### config.mk
export PLATFORM = sky130hd
export DESIGN_NAME = polar_track_position_step_flat
export DESIGN_NICKNAME = d
export VERILOG_FILES = /design/src/sv/ptps_pkg.sv /design/src/sv/ptps_if.sv /design/src/sv/ptps_serial_mul.sv /design/src/sv/ptps_cordic.sv /design/src/sv/polar_track_position_step.sv /design/src/flat_wrapper.sv
export SDC_FILE = /design/constraint.sdc
export NUM_CORES = 2
export LEC_CHECK = 0
export ABC_CLOCK_PERIOD_IN_PS = 9600
export BUFFER_PORTS_ARGS = -buffer_cell sky130_fd_sc_hd__buf_2
export CAP_MARGIN = 20
export CORE_ASPECT_RATIO = 0.8
export CORE_MARGIN = 8
export CORE_UTILIZATION = 45
export CTS_CLUSTER_DIAMETER = 40
export DETAILED_ROUTE_END_ITERATION = 6
export PLACE_DENSITY = 0.7
export SYNTH_ARGS = -nofsm -noshare
export SYNTH_HDL_FRONTEND = slang
export SYNTH_SLANG_ARGS = --single-unit
### constraint.sdc
create_clock -name clk -period 9.6 [get_ports clk]
set_input_delay 1.92 -clock clk [delete_from_list [all_inputs] [get_ports clk]]
set_output_delay 1.92 -clock clk [all_outputs]
set_load 0.05 [all_outputs]
### src/sv/ptps_pkg.sv
package ptps_pkg;

  localparam int CORDIC_STEPS_DEF = 16;
  localparam int RANGE_BITS_DEF   = 21;
  localparam int TAB_LEN          = 24;
  localparam int GUARD            = 4;
  // Width of the signed CORDIC datapath: range plus guard bits plus headroom.
  localparam int CW               = 48;
  localparam logic [23:0] INV_GAIN_Q24   = 24'd10187996;
  localparam logic [23:0] KM_PER_KNOT_MS = 24'd9050195;
  localparam int CFG_IDX_W  = 3;
  localparam int CFG_DATA_W = 21;

  typedef enum logic [1:0] {
    OP_TICK    = 2'd0,
    OP_DESTROY = 2'd1,
    OP_RESTART = 2'd2,
    OP_NONE    = 2'd3
  } op_t;

  typedef enum logic [2:0] {
    CFG_SPEED     = 3'd0,
    CFG_HEADING   = 3'd1,
    CFG_FRIENDLY  = 3'd2,
    CFG_TERRITORY = 3'd3,
    CFG_START_RNG = 3'd4,
    CFG_START_AZ  = 3'd5
  } cfg_idx_t;

  typedef enum logic [3:0] {
    ST_IDLE,
    ST_DIST,
    ST_SCALE_IN,
    ST_ROTATE,
    ST_SUM,
    ST_VECTOR,
    ST_SCALE_OUT,
    ST_FINISH,
    ST_OUTPUT
  } state_t;

  // Control from the sequencer to the CORDIC unit.
  typedef struct packed {
    logic load;
    logic vector_mode;
    logic step;
  } cordic_ctl_t;

  // Arctangent table in 32-bit binary angle units.
  function automatic logic [31:0] atan_lut(input logic [4:0] i);
    logic [31:0] v;
    begin
      case (i)
        5'd0:  v = 32'd536870912;
        5'd1:  v = 32'd316933406;
        5'd2:  v = 32'd167458907;
        5'd3:  v = 32'd85004756;
        5'd4:  v = 32'd42667331;
        5'd5:  v = 32'd21354465;
        5'd6:  v = 32'd10679838;
        5'd7:  v = 32'd5340245;
        5'd8:  v = 32'd2670163;
        5'd9:  v = 32'd1335087;
        5'd10: v = 32'd667544;
        5'd11: v = 32'd333772;
        5'd12: v = 32'd166886;
        5'd13: v = 32'd83443;
        5'd14: v = 32'd41722;
        5'd15: v = 32'd20861;
        5'd16: v = 32'd10430;
        5'd17: v = 32'd5215;
        5'd18: v = 32'd2608;
        5'd19: v = 32'd1304;
        5'd20: v = 32'd652;
        5'd21: v = 32'd326;
        5'd22: v = 32'd163;
        5'd23: v = 32'd81;
        default: v = 32'd0;
      endcase
      return v;
    end
  endfunction

endpackage

### src/sv/ptps_if.sv
interface ptps_in_if;
  import ptps_pkg::*;
  logic        valid;
  logic        ready;
  logic [1:0]  op;
  logic [15:0] dt_ms;
  modport source (output valid, output op, output dt_ms, input ready);
  modport sink   (input valid, input op, input dt_ms, output ready);
endinterface

interface ptps_out_if;
  import ptps_pkg::*;
  logic        valid;
  logic        ready;
  logic [20:0] range_now;
  logic [15:0] azimuth_now;
  logic        alive_flag;
  logic        in_territory;
  logic [31:0] sweep_age_ms;
  modport source (output valid, output range_now, output azimuth_now, output alive_flag,
                  output in_territory, output sweep_age_ms, input ready);
  modport sink   (input valid, input range_now, input azimuth_now, input alive_flag,
                  input in_territory, input sweep_age_ms, output ready);
endinterface

### src/sv/ptps_serial_mul.sv
// Shift-and-add multiplier: one bit of the multiplier operand per cycle.
module ptps_serial_mul #(
  parameter int AW = 48,
  parameter int BW = 24
) (
  input  logic             clk,
  input  logic             rst_n,
  input  logic             start,
  input  logic [AW-1:0]    a_in,
  input  logic [BW-1:0]    b_in,
  output logic             done,
  output logic [AW+BW-1:0] prod
);
  localparam int CNT_W = $clog2(BW + 1);

  logic [AW+BW-1:0] acc_r, acc_nxt;
  logic [AW+BW-1:0] mcand_r, mcand_nxt;
  logic [BW-1:0]    mplier_r, mplier_nxt;
  logic [CNT_W-1:0] cnt_r, cnt_nxt;
  logic             busy_r, busy_nxt;
  logic             done_r, done_nxt;

  // Next values: add the shifted multiplicand when the low multiplier bit is set.
  always_comb begin
    acc_nxt    = acc_r;
    mcand_nxt  = mcand_r;
    mplier_nxt = mplier_r;
    cnt_nxt    = cnt_r;
    busy_nxt   = busy_r;
    done_nxt   = 1'b0;
    if (start) begin
      acc_nxt    = '0;
      mcand_nxt  = {{BW{1'b0}}, a_in};
      mplier_nxt = b_in;
      cnt_nxt    = CNT_W'(BW);
      busy_nxt   = 1'b1;
    end else if (busy_r) begin
      if (mplier_r[0]) begin
        acc_nxt = acc_r + mcand_r;
      end
      mcand_nxt  = mcand_r << 1;
      mplier_nxt = mplier_r >> 1;
      cnt_nxt    = cnt_r - 1'b1;
      if (cnt_r == CNT_W'(1)) begin
        busy_nxt = 1'b0;
        done_nxt = 1'b1;
      end
    end
  end

  always_ff @(posedge clk) begin
    if (!rst_n) begin
      busy_r <= 1'b0;
      done_r <= 1'b0;
      cnt_r  <= '0;
    end else begin
      busy_r <= busy_nxt;
      done_r <= done_nxt;
      cnt_r  <= cnt_nxt;
    end
    acc_r    <= acc_nxt;
    mcand_r  <= mcand_nxt;
    mplier_r <= mplier_nxt;
  end

  assign done = done_r;
  assign prod = acc_r;
endmodule

### src/sv/ptps_cordic.sv
// Shared CORDIC unit: one micro-rotation per step, in rotation or vectoring mode.
module ptps_cordic (
  input  logic                   clk,
  input  ptps_pkg::cordic_ctl_t  ctl,
  input  logic signed [47:0]     x_in,
  input  logic signed [47:0]     y_in,
  input  logic [31:0]            z_in,
  output logic signed [47:0]     x_out,
  output logic signed [47:0]     y_out,
  output logic [31:0]            z_out
);
  import ptps_pkg::*;

  logic signed [CW-1:0] x_r, x_nxt, y_r, y_nxt;
  logic [31:0]          z_r, z_nxt;
  logic [4:0]           i_r, i_nxt;
  logic signed [CW-1:0] dx, dy;
  logic                 dir_pos;

  // Arithmetic shifts give floor shifts; direction from angle sign or y sign.
  always_comb begin
    dx      = y_r >>> i_r;
    dy      = x_r >>> i_r;
    dir_pos = ctl.vector_mode ? !y_r[CW-1] : !z_r[31];
    x_nxt   = x_r;
    y_nxt   = y_r;
    z_nxt   = z_r;
    i_nxt   = i_r;
    if (ctl.load) begin
      x_nxt = x_in;
      y_nxt = y_in;
      z_nxt = z_in;
      i_nxt = '0;
    end else if (ctl.step) begin
      i_nxt = i_r + 5'd1;
      if (ctl.vector_mode) begin
        if (dir_pos) begin
          x_nxt = x_r + dx; y_nxt = y_r - dy; z_nxt = z_r + atan_lut(i_r);
        end else begin
          x_nxt = x_r - dx; y_nxt = y_r + dy; z_nxt = z_r - atan_lut(i_r);
        end
      end else begin
        if (dir_pos) begin
          x_nxt = x_r - dx; y_nxt = y_r + dy; z_nxt = z_r - atan_lut(i_r);
        end else begin
          x_nxt = x_r + dx; y_nxt = y_r - dy; z_nxt = z_r + atan_lut(i_r);
        end
      end
    end
  end

  always_ff @(posedge clk) begin
    x_r <= x_nxt;
    y_r <= y_nxt;
    z_r <= z_nxt;
    i_r <= i_nxt;
  end

  assign x_out = x_r;
  assign y_out = y_r;
  assign z_out = z_r;
endmodule

### src/sv/polar_track_position_step.sv
// Polar dead-reckoning track for one radar target. Each accepted word gives exactly one
// result word showing the track after the operation. Destroy, restart and idle codes
// pass through the finish and output states before the result register is loaded; a
// tick of a destroyed target passes through the distance and output states. A tick of
// a live target runs a bit-serial multiply for the distance; a zero distance then goes
// on to the finish and output states. A non-zero distance adds a serial gain scaling of
// the rotation input, CORDIC_STEPS rotation steps (16 by default, capped at the table
// length), a load state for the vectoring pass, as many vectoring steps and a serial
// gain scaling of the magnitude. The serial shift-and-add multiplier and the single
// shared CORDIC stage set the length of a tick. One word is processed at a time; the
// input is ready again in the cycle after the result has been taken.
module polar_track_position_step #(
  parameter int CORDIC_STEPS = ptps_pkg::CORDIC_STEPS_DEF,
  parameter int RANGE_BITS   = ptps_pkg::RANGE_BITS_DEF
) (
  input  logic                           clk,
  input  logic                           rst_n,
  input  logic                           cfg_we,
  input  logic [ptps_pkg::CFG_IDX_W-1:0] cfg_index,
  input  logic [ptps_pkg::CFG_DATA_W-1:0] cfg_data,
  ptps_in_if.sink                        in_ch,
  ptps_out_if.source                     out_ch
);
  import ptps_pkg::*;

  localparam int STEPS = (CORDIC_STEPS < TAB_LEN) ? CORDIC_STEPS : TAB_LEN;
  localparam logic [RANGE_BITS-1:0] RMAX = {RANGE_BITS{1'b1}};

  // Configuration registers.
  logic [10:0] speed_r;
  logic [15:0] heading_r, start_az_r;
  logic        friendly_r;
  logic [20:0] terr_r, start_rng_r;

  always_ff @(posedge clk) begin
    if (!rst_n) begin
      speed_r     <= '0;
      heading_r   <= '0;
      friendly_r  <= 1'b0;
      terr_r      <= 21'd163840;
      start_rng_r <= '0;
      start_az_r  <= '0;
    end else if (cfg_we) begin
      case (cfg_idx_t'(cfg_index))
        CFG_SPEED:     speed_r     <= cfg_data[10:0];
        CFG_HEADING:   heading_r   <= cfg_data[15:0];
        CFG_FRIENDLY:  friendly_r  <= cfg_data[0];
        CFG_TERRITORY: terr_r      <= cfg_data;
        CFG_START_RNG: start_rng_r <= cfg_data;
        CFG_START_AZ:  start_az_r  <= cfg_data[15:0];
        default: ;
      endcase
    end
  end

  // Track state and sequencer registers.
  logic [RANGE_BITS-1:0] range_r, range_nxt;
  logic [15:0]           az_r, az_nxt;
  logic                  alive_r, alive_nxt, pen_r, pen_nxt;
  logic [31:0]           timer_r, timer_nxt;
  state_t                st_r, st_nxt;
  logic [4:0]            step_r, step_nxt;
  logic [1:0]            op_r;
  logic [15:0]           dt_r;
  logic                  mul_go_r, mul_go_nxt;
  logic                  fold_r, fold_nxt;
  logic [31:0]           th_r, th_nxt;
  logic [31:0]           dist_r, dist_nxt;

  // Output register.
  logic                  ovalid_r;
  logic [20:0]           orange_r;
  logic [15:0]           oaz_r;
  logic                  oalive_r, open_r;
  logic [31:0]           otimer_r;

  // Serial multiplier operands.
  logic [47:0] mul_a;
  logic [23:0] mul_b;
  logic        mul_done;
  logic [71:0] mul_p;

  ptps_serial_mul #(.AW(48), .BW(24)) u_mul (
    .clk   (clk),
    .rst_n (rst_n),
    .start (mul_go_r),
    .a_in  (mul_a),
    .b_in  (mul_b),
    .done  (mul_done),
    .prod  (mul_p)
  );

  cordic_ctl_t          cctl;
  logic signed [CW-1:0] cx_in, cy_in, cx, cy;
  logic [31:0]          cz_in, cz;

  ptps_cordic u_cordic (
    .clk   (clk),
    .ctl   (cctl),
    .x_in  (cx_in),
    .y_in  (cy_in),
    .z_in  (cz_in),
    .x_out (cx),
    .y_out (cy),
    .z_out (cz)
  );

  // Multiplier operand select by phase.
  always_comb begin
    case (st_r)
      ST_DIST:      begin mul_a = 48'(27'(speed_r) * 27'(dt_r));
                          mul_b = KM_PER_KNOT_MS; end
      ST_SCALE_IN:  begin mul_a = 48'(dist_r) << GUARD; mul_b = INV_GAIN_Q24; end
      ST_SCALE_OUT: begin mul_a = cx[CW-1] ? '0 : 48'(cx); mul_b = INV_GAIN_Q24; end
      default:      begin mul_a = '0; mul_b = '0; end
    endcase
  end

  // Radial sum and its fold for the vectoring pass.
  logic signed [CW-1:0] sum_a, va, vb;
  logic [31:0]          vz;
  always_comb begin
    sum_a = $signed(CW'(range_r) << GUARD) + cx;
    if (sum_a < 0) begin
      va = -sum_a; vb = -cy; vz = 32'h8000_0000;
    end else begin
      va = sum_a;  vb = cy;  vz = '0;
    end
  end

  // Rounded products.
  logic [71:0] p_in_rnd, p_out_rnd, p_dist_rnd;
  logic [RANGE_BITS-1:0] mag_sat;
  logic [43:0] mag;
  assign p_dist_rnd = mul_p + 72'h8000_0000;
  assign p_in_rnd   = mul_p + 72'h80_0000;
  assign p_out_rnd  = mul_p + 72'h800_0000;
  assign mag        = p_out_rnd[71:28];
  assign mag_sat    = (mag > 44'(RMAX)) ? RMAX : mag[RANGE_BITS-1:0];

  logic [31:0] w_rnd;
  assign w_rnd = cz + 32'h8000;

  logic [32:0] tsum;
  assign tsum = {1'b0, timer_r} + 33'(dt_r);

  logic [RANGE_BITS-1:0] srng;
  assign srng = (22'(start_rng_r) > 22'(RMAX)) ? RMAX : RANGE_BITS'(start_rng_r);

  // Next-state logic.
  always_comb begin
    st_nxt = st_r;
    case (st_r)
      ST_IDLE:      if (in_ch.valid && !ovalid_r) begin
                      st_nxt = (op_t'(in_ch.op) == OP_TICK) ? ST_DIST : ST_FINISH;
                    end
      ST_DIST:      if (!alive_r) st_nxt = ST_OUTPUT;
                    else if (mul_done) begin
                      st_nxt = (p_dist_rnd[63:32] == 32'd0) ? ST_FINISH : ST_SCALE_IN;
                    end
      ST_SCALE_IN:  if (mul_done) st_nxt = ST_ROTATE;
      ST_ROTATE:    if (step_r == 5'(STEPS - 1)) st_nxt = ST_SUM;
      ST_SUM:       st_nxt = ST_VECTOR;
      ST_VECTOR:    if (step_r == 5'(STEPS - 1)) st_nxt = ST_SCALE_OUT;
      ST_SCALE_OUT: if (mul_done) st_nxt = ST_FINISH;
      ST_FINISH:    st_nxt = ST_OUTPUT;
      ST_OUTPUT:    st_nxt = ST_IDLE;
      default:      st_nxt = ST_IDLE;
    endcase
  end

  // Datapath and control outputs per state.
  always_comb begin
    range_nxt  = range_r;
    az_nxt     = az_r;
    alive_nxt  = alive_r;
    pen_nxt    = pen_r;
    timer_nxt  = timer_r;
    step_nxt   = step_r;
    mul_go_nxt = 1'b0;
    fold_nxt   = fold_r;
    th_nxt     = th_r;
    dist_nxt   = dist_r;
    cctl       = '0;
    cx_in      = '0;
    cy_in      = '0;
    cz_in      = '0;
    case (st_r)
      ST_IDLE: if (in_ch.valid && !ovalid_r && op_t'(in_ch.op) == OP_TICK) begin
        mul_go_nxt = 1'b1;
      end
      ST_DIST: if (alive_r && mul_done) begin
        dist_nxt   = p_dist_rnd[63:32];
        th_nxt     = {heading_r - az_r, 16'h0};
        fold_nxt   = (th_nxt[31:30] == 2'd1) || (th_nxt[31:30] == 2'd2);
        mul_go_nxt = (p_dist_rnd[63:32] != 32'd0);
      end
      ST_SCALE_IN: if (mul_done) begin
        cctl.load = 1'b1;
        cx_in     = fold_r ? -$signed(CW'(p_in_rnd[71:24])) : $signed(CW'(p_in_rnd[71:24]));
        cz_in     = fold_r ? th_r + 32'h8000_0000 : th_r;
        step_nxt  = '0;
      end
      ST_ROTATE: begin
        cctl.step = 1'b1;
        step_nxt  = step_r + 5'd1;
      end
      ST_SUM: begin
        cctl.load        = 1'b1;
        cctl.vector_mode = 1'b1;
        cx_in            = va;
        cy_in            = vb;
        cz_in            = vz;
        step_nxt         = '0;
      end
      ST_VECTOR: begin
        cctl.step        = 1'b1;
        cctl.vector_mode = 1'b1;
        step_nxt         = step_r + 5'd1;
        if (step_r == 5'(STEPS - 1)) mul_go_nxt = 1'b1;
      end
      ST_SCALE_OUT: if (mul_done) begin
        range_nxt = mag_sat;
        az_nxt    = az_r + w_rnd[31:16];
      end
      ST_FINISH: begin
        case (op_t'(op_r))
          OP_TICK: if (alive_r) begin
            if (range_r <= RANGE_BITS'(terr_r) && 33'(range_r) <= 33'(terr_r) && !friendly_r)
              pen_nxt = 1'b1;
            if (33'(range_r) <= 33'(terr_r) && !friendly_r) pen_nxt = 1'b1;
            timer_nxt = tsum[32] ? 32'hFFFF_FFFF : tsum[31:0];
          end
          OP_DESTROY: alive_nxt = 1'b0;
          OP_RESTART: begin
            range_nxt = srng;
            az_nxt    = start_az_r;
            alive_nxt = 1'b1;
            pen_nxt   = 1'b0;
            timer_nxt = '0;
          end
          default: ;
        endcase
      end
      default: ;
    endcase
  end

  always_ff @(posedge clk) begin
    if (!rst_n) begin
      st_r     <= ST_IDLE;
      range_r  <= '0;
      az_r     <= '0;
      alive_r  <= 1'b1;
      pen_r    <= 1'b0;
      timer_r  <= '0;
      mul_go_r <= 1'b0;
      ovalid_r <= 1'b0;
      step_r   <= '0;
    end else begin
      st_r     <= st_nxt;
      range_r  <= range_nxt;
      az_r     <= az_nxt;
      alive_r  <= alive_nxt;
      pen_r    <= pen_nxt;
      timer_r  <= timer_nxt;
      mul_go_r <= mul_go_nxt;
      step_r   <= step_nxt;
      if (st_r == ST_OUTPUT) ovalid_r <= 1'b1;
      else if (out_ch.ready) ovalid_r <= 1'b0;
    end
    fold_r <= fold_nxt;
    th_r   <= th_nxt;
    dist_r <= dist_nxt;
    if (st_r == ST_IDLE && in_ch.valid && !ovalid_r) begin
      op_r <= in_ch.op;
      dt_r <= in_ch.dt_ms;
    end
    if (st_r == ST_OUTPUT) begin
      orange_r <= (33'(range_r) > 33'h1F_FFFF) ? 21'h1F_FFFF : 21'(range_r);
      oaz_r    <= az_r;
      oalive_r <= alive_r;
      open_r   <= pen_r;
      otimer_r <= timer_r;
    end
  end

  assign in_ch.ready         = (st_r == ST_IDLE) && !ovalid_r;
  assign out_ch.valid        = ovalid_r;
  assign out_ch.range_now    = orange_r;
  assign out_ch.azimuth_now  = oaz_r;
  assign out_ch.alive_flag   = oalive_r;
  assign out_ch.in_territory = open_r;
  assign out_ch.sweep_age_ms = otimer_r;

  // A new word is never taken while a result waits.
  a_no_accept_busy: assert property (@(posedge clk) disable iff (!rst_n)
    (in_ch.valid && in_ch.ready) |-> !out_ch.valid) else $error("accept while result held");
  // Results appear only after the output state.
  a_out_source: assert property (@(posedge clk) disable iff (!rst_n)
    $rose(out_ch.valid) |-> $past(st_r == ST_OUTPUT)) else $error("spurious result");
  // The timer never decreases except through a restart.
  a_timer_mono: assert property (@(posedge clk) disable iff (!rst_n)
    (timer_r < $past(timer_r)) |-> $past(st_r == ST_FINISH && op_r == OP_RESTART))
    else $error("timer went backwards");
endmodule

### src/flat_wrapper.sv
// flat-port wrapper written by rule: the top's interface ports become plain ports
module polar_track_position_step_flat import ptps_pkg::*;
#(
  parameter int CORDIC_STEPS = ptps_pkg::CORDIC_STEPS_DEF,
  parameter int RANGE_BITS   = ptps_pkg::RANGE_BITS_DEF
)
  (clk, rst_n, cfg_we, cfg_index, cfg_data, in_ch_valid, in_ch_op, in_ch_dt_ms, in_ch_ready, out_ch_valid, out_ch_range_now, out_ch_azimuth_now, out_ch_alive_flag, out_ch_in_territory, out_ch_sweep_age_ms, out_ch_ready);
  ptps_in_if in_ch_i ();
  ptps_out_if out_ch_i ();
  input  logic clk;
  input  logic rst_n;
  input  logic cfg_we;
  input  logic [ptps_pkg::CFG_IDX_W-1:0] cfg_index;
  input  logic [ptps_pkg::CFG_DATA_W-1:0] cfg_data;
  input wire logic [$bits(in_ch_i.valid)-1:0] in_ch_valid;
  input wire logic [$bits(in_ch_i.op)-1:0] in_ch_op;
  input wire logic [$bits(in_ch_i.dt_ms)-1:0] in_ch_dt_ms;
  output wire logic [$bits(in_ch_i.ready)-1:0] in_ch_ready;
  output wire logic [$bits(out_ch_i.valid)-1:0] out_ch_valid;
  output wire logic [$bits(out_ch_i.range_now)-1:0] out_ch_range_now;
  output wire logic [$bits(out_ch_i.azimuth_now)-1:0] out_ch_azimuth_now;
  output wire logic [$bits(out_ch_i.alive_flag)-1:0] out_ch_alive_flag;
  output wire logic [$bits(out_ch_i.in_territory)-1:0] out_ch_in_territory;
  output wire logic [$bits(out_ch_i.sweep_age_ms)-1:0] out_ch_sweep_age_ms;
  input wire logic [$bits(out_ch_i.ready)-1:0] out_ch_ready;
  assign in_ch_i.valid = in_ch_valid;
  assign in_ch_i.op = in_ch_op;
  assign in_ch_i.dt_ms = in_ch_dt_ms;
  assign in_ch_ready = in_ch_i.ready;
  assign out_ch_valid = out_ch_i.valid;
  assign out_ch_range_now = out_ch_i.range_now;
  assign out_ch_azimuth_now = out_ch_i.azimuth_now;
  assign out_ch_alive_flag = out_ch_i.alive_flag;
  assign out_ch_in_territory = out_ch_i.in_territory;
  assign out_ch_sweep_age_ms = out_ch_i.sweep_age_ms;
  assign out_ch_i.ready = out_ch_ready;
  polar_track_position_step #(.CORDIC_STEPS(CORDIC_STEPS), .RANGE_BITS(RANGE_BITS)) u_core (.clk(clk), .rst_n(rst_n), .cfg_we(cfg_we), .cfg_index(cfg_index), .cfg_data(cfg_data), .in_ch(in_ch_i), .out_ch(out_ch_i));
endmodule
### After elaboration in Yosys (flattened, before gate mapping)

Memory sizes are Yosys's and may differ from the RTL's. A register that Yosys moved wholly into a read port is not among the register bits.
Index checks and enable logic that the tools add are counted.

* output and inout port bits: 73
* ROM bits: 3840
* memories: 4
* bits of input ports: 47
* logic and storage cells: 250
* register bits after elaboration: 614

Memory list
* (name not given): depth 32, width 30, rd ports 1, clocked after Yosys merged registers in 1, wr ports 0, RTL line ptps_pkg.sv:53 `case (i)`
* (name not given): depth 32, width 30, rd ports 1, clocked after Yosys merged registers in 1, wr ports 0, RTL line ptps_pkg.sv:53
* (name not given): depth 32, width 30, rd ports 1, clocked after Yosys merged registers in 1, wr ports 0, RTL line ptps_pkg.sv:53
* (name not given): depth 32, width 30, rd ports 1, clocked after Yosys merged registers in 1, wr ports 0, RTL line ptps_pkg.sv:53

* reduce and logical (&&, ||, !) cells: 47
* add/subtract/negate cells: 24
* bitwise operators: 2
* multipliers: 1
* shift operators: 2
* equality and inequality tests: 29
* $lt $le $gt $ge: 4
* multiplexer cells: 100

Operators with widths (number)
* 32-bit 2-to-1 mux: 26
* 48-bit 2-to-1 mux: 17
* 48-bit negation: 3
* 48-bit case mux with 3 select lines: 1
* 32-bit case mux with 2 select lines: 2
* 48-bit adder: 2
* 48-bit case mux with 2 select lines: 1
* 48-bit by 5-bit >>> shifter with 48-bit output: 2
* 48-bit subtractor: 2
* 72-bit by 24-bit adder with 72-bit output (second input constant): 1
* 72-bit by 28-bit adder with 72-bit output (second input constant): 1
* 72-bit adder: 1
* 32-bit adder: 2
* 64-bit by 32-bit adder with 64-bit output (second input constant): 1
* 32-bit subtractor: 2
* 21-bit 2-to-1 mux: 3
* 5-bit 2-to-1 mux: 11
* 26-bit by 48-bit adder with 48-bit output: 1
* 48-bit by 1-bit < comparator with 1-bit output (second input constant): 1
* 24-bit 2-to-1 mux: 2
* 24-bit case mux with 2 select lines: 1
* 47-bit 2-to-1 mux: 1
* 44-bit by 21-bit greater-than comparator with 1-bit output (second input constant): 1
* 21-bit less-or-equal comparator: 2
* other kinds (50): 122

### Longest topological paths before layout

* depth in word-level cells: 13
* gate-level depth with buffers: 25
* mapped depth without buffers: 24

### Modules after synthesis

Synthesis repeated with hierarchy kept, for this count alone.

* cells, all modules: 8174
* area, all modules: 65317.6 µm²

Modules (own cells, without submodules)
* polar_track_position_step: times used 1, sequential area each 7507.2 µm², cells each 3441, area each 28066.9 µm²
* ptps_cordic: times used 1, sequential area each 4544.4 µm², cells each 3546, area each 26367.8 µm²
* ptps_serial_mul: times used 1, sequential area each 4224.1 µm², cells each 1187, area each 10882.9 µm²

### Worst setup path after synthesis

OpenSTA, ideal clock, no wires.

* kind: flip-flop to flip-flop
* start: reg u_core.st_r[3]
* end: reg u_core.oalive_r (netlist: u_core.out_ch.alive_flag) (enable)
* data required time: 8896 ps
* arrival: 8218 ps
* cell stages (with the launch flop): 4
* period minus slack after synthesis: 8922 ps
* slack: 678 ps
* cells stage by stage: dfxtp_1 > clkbuf_1 > clkbuf_1 > nor4b_1

* word-level cells in the longest chain between the ends: 1

Ends and longest elaborated chain
* start, declared: RTL line polar_track_position_step.sv:61 `state_t st_r, st_nxt;`
* start signal, assigned: RTL line polar_track_position_step.sv:261 `st_r <= st_nxt;`
* 4-bit == test: RTL line polar_track_position_step.sv:279 `if (st_r == ST_OUTPUT) begin`
* end signal, assigned: RTL line polar_track_position_step.sv:282 `oalive_r <= alive_r;`
* end, declared: RTL line polar_track_position_step.sv:74 `logic oalive_r, open_r;`

Every way passes these cells.
A chain may end at the register's enable or synchronous reset.

### Worst setup path after layout

* start: reg u_core.u_cordic.i_r[0]
* end: reg u_core.u_cordic.y_r[47] (netlist: u_core.u_cordic.y_out[47]), data pin

* word-level cells in the longest chain between the ends: 6

Ends and longest elaborated chain
* start, declared: RTL line ptps_cordic.sv:16 `logic [4:0] i_r, i_nxt;`
* start signal, assigned: RTL line ptps_cordic.sv:56 `i_r <= i_nxt;`
* 48-bit by 5-bit >>> shifter with 48-bit output (*): RTL line ptps_cordic.sv:23 `dy = x_r >>> i_r;`
* 48-bit subtractor or 48-bit adder (tied branches)
* 48-bit 2-to-1 mux, on equally long branches: RTL line ptps_cordic.sv:43, ptps_cordic.sv:37
* 48-bit 2-to-1 mux (*): RTL line ptps_cordic.sv:36 `if (ctl.vector_mode) begin`
* 48-bit 2-to-1 mux (*): RTL line ptps_cordic.sv:34 `end else if (ctl.step) begin`
* 48-bit 2-to-1 mux (*): RTL line ptps_cordic.sv:29 `if (ctl.load) begin`
* named net u_core.u_cordic.y_nxt[47]: RTL line ptps_cordic.sv:14 `logic signed [CW-1:0] x_r, x_nxt, y_r, y_nxt;`
* end signal, assigned: RTL line ptps_cordic.sv:54 `y_r <= y_nxt;`
* end, declared: RTL line ptps_cordic.sv:14

The timed path passes the listed nets; every way through them passes the cells marked *. The select of a mux whose other input is x is not followed.

==> results.txt <==
most common cell after layout, fill and taps aside - nand2_1
number of synthesized flops with an enable pin - 338
Clock Skew - 0.0548 ns
outcome - finished clean
Total GRT Usage - 0.257
CORE AREA - 0.140 sq mm
Inserted Clock Buffers - 101
Post-Synth XOR/XNOR Area - 0.0739
final setup fails - 0
post-synthesis instance total - 7865
io pins - 120
cts repair resizes - 0
worst skew pair latency - 0.75 ns
Reg area - 0.0163 sq mm
first-pass GRT wire length - 320000 microns
Met3 Wirelength - 18100 microns
Syn Nets - 8542
Die Y - 352 microns
Avg Cell Area, Syn - 8.05 sq um
Tmin final - 7.26 ns
Worst EP arrival - 7.70 ns
vias in the first global route - 55.1k
port bufs - 119
RSZ-0062 raised after global routing - no
largest family of logic cells by synthesized area - compound AO/OA/AOI/OAI gates
Pre-antenna DRT Iters - 6
MaxCap Viol Count - 0
Synthesis Warnings - 0
setup TNS - 0 ns
Initial DRC Count - 6692
H-tree depth - 3
Worst-path clk slew - 0.06 ns
relative slew slack - 0.161
Fillers - 13.4k
DRT met1 WL - 94500 microns
Chip Width - 435 microns
Hold Buf Count CTS - 0
initial core utilization - 0.452
highest routed metal layer - met4
worst r2r src - u_core.u_cordic.i_r[0]$_SDFFE_PP0N_
via-per-instance ratio - 6.14
antenna violations before repair - 3
multiplexer area fraction after synthesis - 0.0547
multi-input combinational cell area - 0.0432 sq mm
worst hold start - u_core.u_mul.prod[18]$_SDFFE_PP0P_
Residual DRC - 0
critical path endpoint category - register
routability cong. - 0.972
Crit Path Class - reg -> reg
drt wl/cell - 21.6 microns
R2R cell count - 18
WHS Path Cells - 2
grt ovf - 0
Crit path largest cell delay - 0.86 ns
share of cells above drive strength 1 - 0.0780
clock tree buffer depth - 3
Adder-Cell Fraction of Synth Area - 0.141
setup slack, reg-to-reg - 2.34 ns
metal2 WL - 89400 microns
startpoint types - register
Fmax - 138 MHz
half-perimeter wire length after placement - 157000 microns
via count - 59.1k
pins over their slew limit - 0
Simple-Gate Fraction of Synth Area - 0.192
Synth Flop Type - edfxtp_1
Worst Tran Pin Value - 1.25 ns
Yosys reg bits - 644
Compound-Gate Fraction of Synth Area - 0.219
worst-path fanout max - 56
Root Buffer - clkbuf_16
mapped cell area - 0.0633 sq mm
crit path cell chain - buf_4, mux4_2, mux2_2, o21ai_0, mux2_2, ha_1, nand2_1, nor3_1, nand3_1, o21ai_0, a2bb2oi_1, o41ai_1, a211oi_1, nor2_1, a41oi_1, and4b_1, o32ai_1, o21ai_0
Synth cell types - 104
dominant cell type by area after synthesis - edfxtp_1
most frequent cells in the layout - nand2_1, a21oi_1, nor2_1
final hold violation count - 0
clk sinks - 644
number of routed nets with antenna violations - 0
sequential share of the synthesized area - 0.257
most used cell, CP - o21ai_0
Worst EP required - 10.04 ns
# rows - 123
Routed WL - 208000 microns
largest net degree at the start of global routing - 138
Post-synth ARST share - 0
Setup Fix Bufs, Post-CTS - 0
synth top area cells - edfxtp_1, ha_1, dfxtp_1, nand2_1, xnor2_1
die area - 0.153 sq mm
area fraction of the dominant cell type after synthesis - 0.160
period utilisation layout - 0.756
Worst Setup SP - u_core.u_cordic.i_r[0]$_SDFFE_PP0N_
Worst path slowest cell - dfxtp_4
area delta synth->final - 8.28%
TritonCTS clock tree - yes
nets@finish - 8330
Hold Crit Class - reg -> reg
[worst paths after layout]
path | endpoint
hold reg to reg | u_core.u_mul.prod[18]$_SDFFE_PP0P_
hold / removal | u_core.u_mul.prod[18]$_SDFFE_PP0P_
setup reg to reg | u_core.u_cordic.y_out[47]$_DFFE_PP_
setup / recovery | u_core.u_cordic.y_out[47]$_DFFE_PP_
[cell usage after synthesis (all sizes together), types with 17 or more instances]
| cell type | count |
|---|---|
| buf | 101 |
| o2bb2ai | 20 |
| xor2 | 195 |
| clkbuf | 399 |
| or2 | 35 |
| dfxtp | 306 |
| ha | 494 |
| a21o | 128 |
| fa | 136 |
| and4 | 19 |
| and2 | 133 |
| a221oi | 25 |
| nand4 | 100 |
| or4 | 24 |
| a211o | 28 |
| a211oi | 84 |
| a22oi | 69 |
| nand2 | 953 |
| a21oi | 586 |
| o21bai | 71 |
| edfxtp | 338 |
| xnor2 | 339 |
| nor4 | 56 |
| o221ai | 32 |
| nand2b | 55 |
| and3 | 67 |
| nor2 | 580 |
| a31oi | 68 |
| nand3 | 174 |
| o22ai | 54 |
| o21a | 81 |
| o211ai | 65 |
| mux2i | 140 |
| o31ai | 61 |
| nor3b | 17 |
| o31a | 17 |
| inv | 537 |
| or3 | 55 |
| a21boi | 115 |
| mux4 | 52 |
| nor2b | 99 |
| mux2 | 79 |
| o21ai | 487 |
| nor3 | 178 |
[flip-flops by register name, indices dropped and copies added, names as in the netlist, 11 cells and up, named ones only]
register and count:
u_core.az_r 16, u_core.dist_r 32, u_core.dt_r 16, u_core.heading_r 16, u_core.out_ch.azimuth_now 16, u_core.out_ch.range_now 21, u_core.out_ch.sweep_age_ms 32, u_core.range_r 21
u_core.speed_r 11, u_core.srng 21, u_core.start_az_r 16, u_core.terr_r 21, u_core.th_r 16, u_core.timer_r 32, u_core.u_cordic.x_out 48, u_core.u_cordic.y_out 48
u_core.u_cordic.z_out 32, u_core.u_mul.mcand_r 72, u_core.u_mul.mplier_r 24, u_core.u_mul.prod 72
[metal layers]
layer / vias up / track usage
met5: - / 0
met4: 0 / 0.0797
met3: 393 / 0.0438
met2: 2653 / 0.388
met1: 28400 / 0.374
li1: 27600 / -
[stage by stage]
step	hold slack (ns)	instance area (sq um)	instances	setup WS [ns]	utilization
3_5_place_dp	0.448	65000	9424	2.47	0.463
2_1_floorplan	0.424	63300	7865	0.678	-
5_1_grt	0.472	68600	9616	1.86	0.489
4_1_cts	0.457	68600	9614	2.44	0.489
6_report	0.453	68600	9617	2.34	0.489
3_3_place_gp	0.443	65000	9424	2.68	0.463
[worst max-delay path: cells and delay by family, from the launching register on]
kind / cells / cell delay, ns
AO/OA/AOI/OAI: 8 / 2.82
multiplexers: 3 / 1.16
AND/OR/NAND/NOR: 5 / 1.14
flip-flops: 1 / 0.86
buffers and inverters: 1 / 0.60
adder cells (fa/ha/maj): 1 / 0.32
[area by class of cell]
class                           instances  share of cell area
Antenna cell                            2           0.0000730
Clock buffer                          112              0.0392
Clock inverter                         78              0.0133
Inverter                              544              0.0298
Multi-Input combinational cell       6177               0.630
Sequential cell                       644               0.238
Tap cell                             1875              0.0342
Timing Repair Buffer                  185              0.0161
[kinds of logic after synthesis]
family                     count (synthesis)
AOI/OAI and AO/OA                       2157
xor gates and xnor gates                 534
adders and majority gates                630
buffers and inverters                   1044
DFF                                      644
muxes                                    271
and+or+nand+nor                         2585
Power is left out: the tool's default activity adds up to more than one toggle a clock period on the data nets, which glitch-free logic cannot reach.
